[src/hdl/lssfe_pkg.sv]
`default_nettype none
// ----------------------------------------------------------------------------
// LED strip SPI frame encoder package
// Shared types, register indexes, command codes and the bit encoder.
// ----------------------------------------------------------------------------
package lssfe_pkg;

  localparam int unsigned MaxLedsDefault    = 1024;
  localparam int unsigned ResetBytesDefault = 20;

  localparam int unsigned CfgIdxW  = 1;
  localparam int unsigned CfgDataW = 11;

  localparam logic [CfgIdxW-1:0] REG_LED_COUNT  = 1'b0;
  localparam logic [CfgIdxW-1:0] REG_BRIGHTNESS = 1'b1;

  localparam logic [10:0] LedCountReset   = 11'd1;
  localparam logic [7:0]  BrightnessReset = 8'd255;

  localparam logic [2:0] SymOne  = 3'b110;
  localparam logic [2:0] SymZero = 3'b100;

  typedef enum logic [1:0] {
    CMD_SET_PIXEL = 2'd0,
    CMD_CLEAR     = 2'd1,
    CMD_START     = 2'd2,
    CMD_TICK      = 2'd3
  } cmd_e;

  typedef struct packed {
    logic [1:0] command;
    logic [9:0] pixel_index;
    logic [7:0] red;
    logic [7:0] green;
    logic [7:0] blue;
  } in_t;

  typedef struct packed {
    logic [7:0] spi_byte;
    logic       frame_last;
  } out_t;

  typedef struct packed {
    cmd_e       cmd;
    logic [9:0] idx;
    logic [7:0] g;
    logic [7:0] r;
    logic [7:0] b;
  } req_t;

  typedef struct packed {
    logic valid;
    req_t req;
  } head_t;

  typedef struct packed {
    logic pop;
    logic init;
  } back_ctl_t;

  typedef struct packed {
    logic                we;
    logic [CfgIdxW-1:0]  idx;
    logic [CfgDataW-1:0] data;
  } cfg_wr_t;

  function automatic logic [23:0] encode_byte(input logic [7:0] v);
    logic [23:0] w;
    w = '0;
    for (int i = 0; i < 8; i++) begin
      w[3*i +: 3] = v[i] ? SymOne : SymZero;
    end
    return w;
  endfunction

endpackage
`default_nettype wire

[src/hdl/lssfe_front.sv]
`default_nettype none
// ----------------------------------------------------------------------------
// LED strip SPI frame encoder front end
// Accepts requests, scales colors by brightness and queues them for the back.
// ----------------------------------------------------------------------------
module lssfe_front (
  input  wire                   clk_i,
  input  wire                   rst_ni,
  input  wire                   in_valid_i,
  output logic                  in_stall_o,
  input  lssfe_pkg::in_t        in_data_i,
  input  lssfe_pkg::cfg_wr_t    cfg_i,
  input  lssfe_pkg::back_ctl_t  ctl_i,
  output lssfe_pkg::head_t      head_o
);

  lssfe_pkg::req_t fifo_q [2];
  logic            wp_q, wp_d;
  logic            rp_q, rp_d;
  logic [1:0]      cnt_q, cnt_d;
  logic [7:0]      bright_q, bright_d;
  logic            push;
  lssfe_pkg::req_t req;

  function automatic logic [7:0] scale(input logic [7:0] v, input logic [7:0] br);
    logic [16:0] p;
    p = {9'd0, v} * {8'd0, ({1'b0, br} + 9'd1)};
    return p[15:8];
  endfunction

  assign in_stall_o = (cnt_q == 2'd2) || ctl_i.init;
  assign push       = in_valid_i && !in_stall_o;

  always_comb begin
    req.cmd = lssfe_pkg::cmd_e'(in_data_i.command);
    req.idx = in_data_i.pixel_index;
    req.g   = scale(in_data_i.green, bright_q);
    req.r   = scale(in_data_i.red, bright_q);
    req.b   = scale(in_data_i.blue, bright_q);
  end

  always_comb begin
    wp_d     = push ? ~wp_q : wp_q;
    rp_d     = ctl_i.pop ? ~rp_q : rp_q;
    cnt_d    = cnt_q + {1'b0, push} - {1'b0, ctl_i.pop};
    bright_d = bright_q;
    if (cfg_i.we && cfg_i.idx == lssfe_pkg::REG_BRIGHTNESS) begin
      bright_d = cfg_i.data[7:0];
    end
  end

  always_ff @(posedge clk_i or negedge rst_ni) begin
    if (!rst_ni) begin
      wp_q     <= 1'b0;
      rp_q     <= 1'b0;
      cnt_q    <= 2'd0;
      bright_q <= lssfe_pkg::BrightnessReset;
    end else begin
      wp_q     <= wp_d;
      rp_q     <= rp_d;
      cnt_q    <= cnt_d;
      bright_q <= bright_d;
    end
  end

  always_ff @(posedge clk_i) begin
    if (push) begin
      fifo_q[wp_q] <= req;
    end
  end

  assign head_o.valid = (cnt_q != 2'd0);
  assign head_o.req   = fifo_q[rp_q];

endmodule
`default_nettype wire

[config.mk]
export PLATFORM = sky130hd
export DESIGN_NAME = lssfe_front
export DESIGN_NICKNAME = d
export VERILOG_FILES = /design/src/hdl/lssfe_pkg.sv /design/src/hdl/lssfe_front.sv
export SDC_FILE = /design/constraint.sdc
export NUM_CORES = 1
export LEC_CHECK = 0
export ABC_CLOCK_PERIOD_IN_PS = 14600
export BUFFER_PORTS_ARGS = -buffer_cell sky130_fd_sc_hd__buf_2
export CELL_PAD_IN_SITES_DETAIL_PLACEMENT = 0
export CELL_PAD_IN_SITES_GLOBAL_PLACEMENT = 1
export CORE_MARGIN = 2
export CORE_UTILIZATION = 45
export CTS_BUF_LIST = sky130_fd_sc_hd__clkbuf_4
export DETAILED_ROUTE_END_ITERATION = 10
export HOLD_SLACK_MARGIN = 0.06
export PLACE_DENSITY = 0.87
export SLEW_MARGIN = 15
export SYNTH_ARGS = -nofsm -noshare
export SYNTH_HDL_FRONTEND = slang
export SYNTH_SLANG_ARGS = --single-unit
export TNS_END_PERCENT = 100
[constraint.sdc]
create_clock -name clk_i -period 14.6 [get_ports clk_i]
set_input_delay 0.73 -clock clk_i [delete_from_list [all_inputs] [get_ports clk_i]]
set_output_delay 0.73 -clock clk_i [all_outputs]
set_load 0.1 [all_outputs]
==> results.py <==
metrics = {
    "clock_tree": {
        "cts.reportedPaths.clkPinSlew_ns": 0.18,
        "cts.path.max_buffers": 2,
        "post_cts_buffers": 0,
        "ctsHtreeMaxLevel": 3,
        "cts_sinks": 84,
        "root_buffer": "sky130_fd_sc_hd__clkbuf_4",
        "cts-buffers-inserted": 9,
        "cts_resized": 0,
        "cts_tree": "built",
        "worstSkewPairLatency_ns": 0.50,
    },
    "worst_setup_path": {
        "critical_path.top_delay_family": "adder cells",
        "timing.critical_path.required_ns": 14.86,
        "crit_path_top_delay_cell": "sky130_fd_sc_hd__dfstp_2",
        "max_stage_delay_ns": 0.91,
        "critical_path_s_most_frequent_cell": "sky130_fd_sc_hd__fa_1",
        "worst-path-max-fanout": 24,
        "cp_data_arrival_time_ns": 6.21,
        "critical_path_class": "flop to flop",
        "setup.worst_path.start_class": "flop",
        "endpoint_kind": "flop",
        "path_cells": "ha_1 > nand2_1 > nor2_1 > xor2_1 > buf_4 > and2_1 > fa_1 > fa_1 > fa_1 > inv_1 > fa_1 > inv_1 > ha_1 > a21oi_2 > nand2_1 > o311a_4 > or3b_1 > a31oi_1 > xnor2_1",
        "cp_num_buf_inv": 3,
    },
    "synthesis": {
        "synth_largest_type_area_fraction": 0.2537,
        "synth_area_um2": 9469,
        "postSynth.asyncResetShare": 0.1429,
        "synth.avg_cell_area_um2": 10.65,
        "postSynthNetCount": 1162,
        "post-synth-top-area-cell": "sky130_fd_sc_hd__fa_1",
        "yosysUniqueCellTypes": 45,
        "synth_cells": 889,
        "netlist_top_cells_area": "sky130_fd_sc_hd__fa_1 (25%), sky130_fd_sc_hd__edfxtp_1 (23%), sky130_fd_sc_hd__ha_1 (13%)",
        "synth_edf_count": 72,
        "synth_ff_type": "sky130_fd_sc_hd__edfxtp_1",
        "synth_sequential_area_ratio": 0.2611,
        "synth.yosys.warnings": 0,
        "synth.ff_latch_count": 84,
    },
    "floorplanning": {
        "coreArea_um2": 20820,
        "design.portCount": 92,
        "dieHeight_um": 149.1,
        "dieWidth_um": 149.1,
        "standard_cell_row_count": 53,
        "floorplan.initialDensity": 0.4548,
        "die_footprint_um2": 22220,
    },
    "grt": {
        "track_usage": 0.1752,
        "grt_pass1_vias": 6432,
        "number_of_antenna_violations_at_the_first_check_in_global_routing": 1,
        "pin_count_of_the_biggest_net_entering_global_routing": 38,
        "grt_overflow_total": 0,
        "grt_first_pass_wirelength_um": 30660,
    },
    "detailed_routing": {
        "drt_iter0_markers": 169,
        "drc": 0,
        "vias_per_cell": 4.941,
        "dr_total_vias": 6191,
        "wl_per_cell_um": 14.50,
        "drt_wl_total_um": 18170,
        "detailedRoute.firstPassIterationCount": 4,
        "postRouteAntennaNets": 0,
    },
    "sta": {
        "period_needed_ns": 5.945,
        "finalHoldViolations": 0,
        "holdWs_ns": 0.4011,
        "fin_skew_ns": 0.02541,
        "rsz_0062_raised_after_global_routing": "no",
        "final_critical_path_share_of_the_clock_period": 0.4072,
        "slew-limit-headroom": 0.3633,
        "worstMarginPinSlew_ns": 0.9550,
        "final-max-slew-violation-count": 0,
        "finalSetupViolations": 0,
        "setup-tns-final_ns": 0,
        "max_freq_mhz": 168.2,
    },
    "place": {
        "portBuffers": 88,
        "dpl_cell_area_um2": 10230,
        "rd_place_congestion": 0.7556,
        "dp.cells": 1234,
        "dp_hpwl_um": 13580,
    },
    "final_layout": {
        "final_std_cell_area_no_fill_um2": 10410,
        "mostFrequentLayoutCell": "sky130_fd_sc_hd__inv_1",
        "final_nets": 1245,
        "layout_common_cells": "sky130_fd_sc_hd__inv_1 (154), sky130_fd_sc_hd__and2_1 (132), sky130_fd_sc_hd__fa_1 (120), sky130_fd_sc_hd__ha_1 (99), sky130_fd_sc_hd__buf_2 (88)",
        "post_layout_nonfiller_instances": 1253,
        "fillerInstances": 1908,
        "drive_above_1_share": 0.1771,
        "area_growth_syn_to_layout_pct": 9.897,
    },
    "hold_path": {
        "worstHoldPathType": "input pin to flop",
    },
    "status": {
        "result_of_the_run": "finished clean",
    },
    "job": {
        "drv_cap": 0,
    },
}
logic make-up after synthesis:
logic type	Yosys count	share of synthesized area
DFF	84	0.2611
adders and majority gates	219	0.3845
muxes	44	0.05233
buffers and inverters	179	0.07096
xor gates and xnor gates	42	0.03885
and+or+nand+nor	270	0.1554
AOI/OAI and AO/OA	51	0.03687
through the flow:
step	worst slack, ns	util
2_1_floorplan	9.298	-
3_3_place_gp	8.704	0.4913
3_5_place_dp	8.666	0.4913
4_1_cts	8.615	0.4987
5_1_grt	8.341	0.4998
6_report	8.655	0.4998
sequential cells by signal, summed over array words and instances, names as in the netlist:
signal,cells
bright_q,8
cnt_q,2
rp_q,1
wp_q,1
fifo_q,72
layout make-up:
class | instances | area, um2 | share of cell area
Antenna cell | 1 | 2.502 | 0.0002405
Clock buffer | 9 | 67.56 | 0.006493
Clock inverter | 7 | 76.32 | 0.007334
Inverter | 154 | 578.1 | 0.05555
Multi-Input combinational cell | 626 | 6341 | 0.6094
Sequential cell | 84 | 2474 | 0.2377
Tap cell | 275 | 344.1 | 0.03306
Timing Repair Buffer | 97 | 523.0 | 0.05026
synthesized netlist by cell type (2+ instances only):
master and instances:
sky130_fd_sc_hd__edfxtp_1 72, sky130_fd_sc_hd__nor3_1 6, sky130_fd_sc_hd__dfstp_2 8, sky130_fd_sc_hd__nor2_1 15
sky130_fd_sc_hd__mux2_2 44, sky130_fd_sc_hd__o21ai_0 7, sky130_fd_sc_hd__ha_1 99, sky130_fd_sc_hd__a21oi_1 16
sky130_fd_sc_hd__inv_1 154, sky130_fd_sc_hd__o21ai_1 2, sky130_fd_sc_hd__nand4b_1 3, sky130_fd_sc_hd__clkbuf_1 24
sky130_fd_sc_hd__xnor2_1 29, sky130_fd_sc_hd__dfrtp_1 4, sky130_fd_sc_hd__or3_1 2, sky130_fd_sc_hd__xor2_1 13
sky130_fd_sc_hd__nor2b_1 17, sky130_fd_sc_hd__a21o_1 9, sky130_fd_sc_hd__nand3_1 6, sky130_fd_sc_hd__a31oi_1 2
sky130_fd_sc_hd__nand2_1 71, sky130_fd_sc_hd__and2_1 132, sky130_fd_sc_hd__fa_1 120, sky130_fd_sc_hd__o211ai_1 2
sky130_fd_sc_hd__and3_1 5, sky130_fd_sc_hd__nand4_1 4, sky130_fd_sc_hd__nand2b_1 5
metal layers:
layer	GRT usage	wire length, um	vias up
met1	0.2227	8245	3104
met4	0.05238	239	0
met5	0	0	-
li1	-	-	2999
met3	0.01896	462	12
met2	0.3152	9223	76
worst reg2reg max path: cells and delay by family, from the launching register on:
kind / cells / cell delay, ns
adder cells (fa/ha/maj): 6 / 2.51
AO/OA/AOI/OAI: 3 / 0.74
flip-flops: 1 / 0.91
AND/OR/NAND/NOR: 5 / 0.90
XOR/XNOR: 2 / 0.27
buffers and inverters: 3 / 0.38
what timing repair did:
action                     in CTS  in global routing
hold buffers                    1                  0
hold endpoints to repair        4                  0
setup endpoints to repair       0                  0
final timing paths:
kind / startpoint / endpoint / slack [ns] / cells past startpoint
hold / removal: in_data_i[28] / fifo_q[1][28] / 0.40 / 1
setup / recovery: bright_q[0] / fifo_q[0][15] / 8.65 / 19
max in group asynchronous: rst_ni / bright_q[4] / 13.70 / 2
min in group asynchronous: rst_ni / wp_q / 0.61 / 2
hold reg to reg: cnt_q[1] / cnt_q[1] / 0.51 / 1
setup reg to reg: bright_q[0] / fifo_q[0][15] / 8.65 / 19
Power is not shown: default switching activity piles up to over one toggle a cycle in this logic, so the estimate is an artifact.
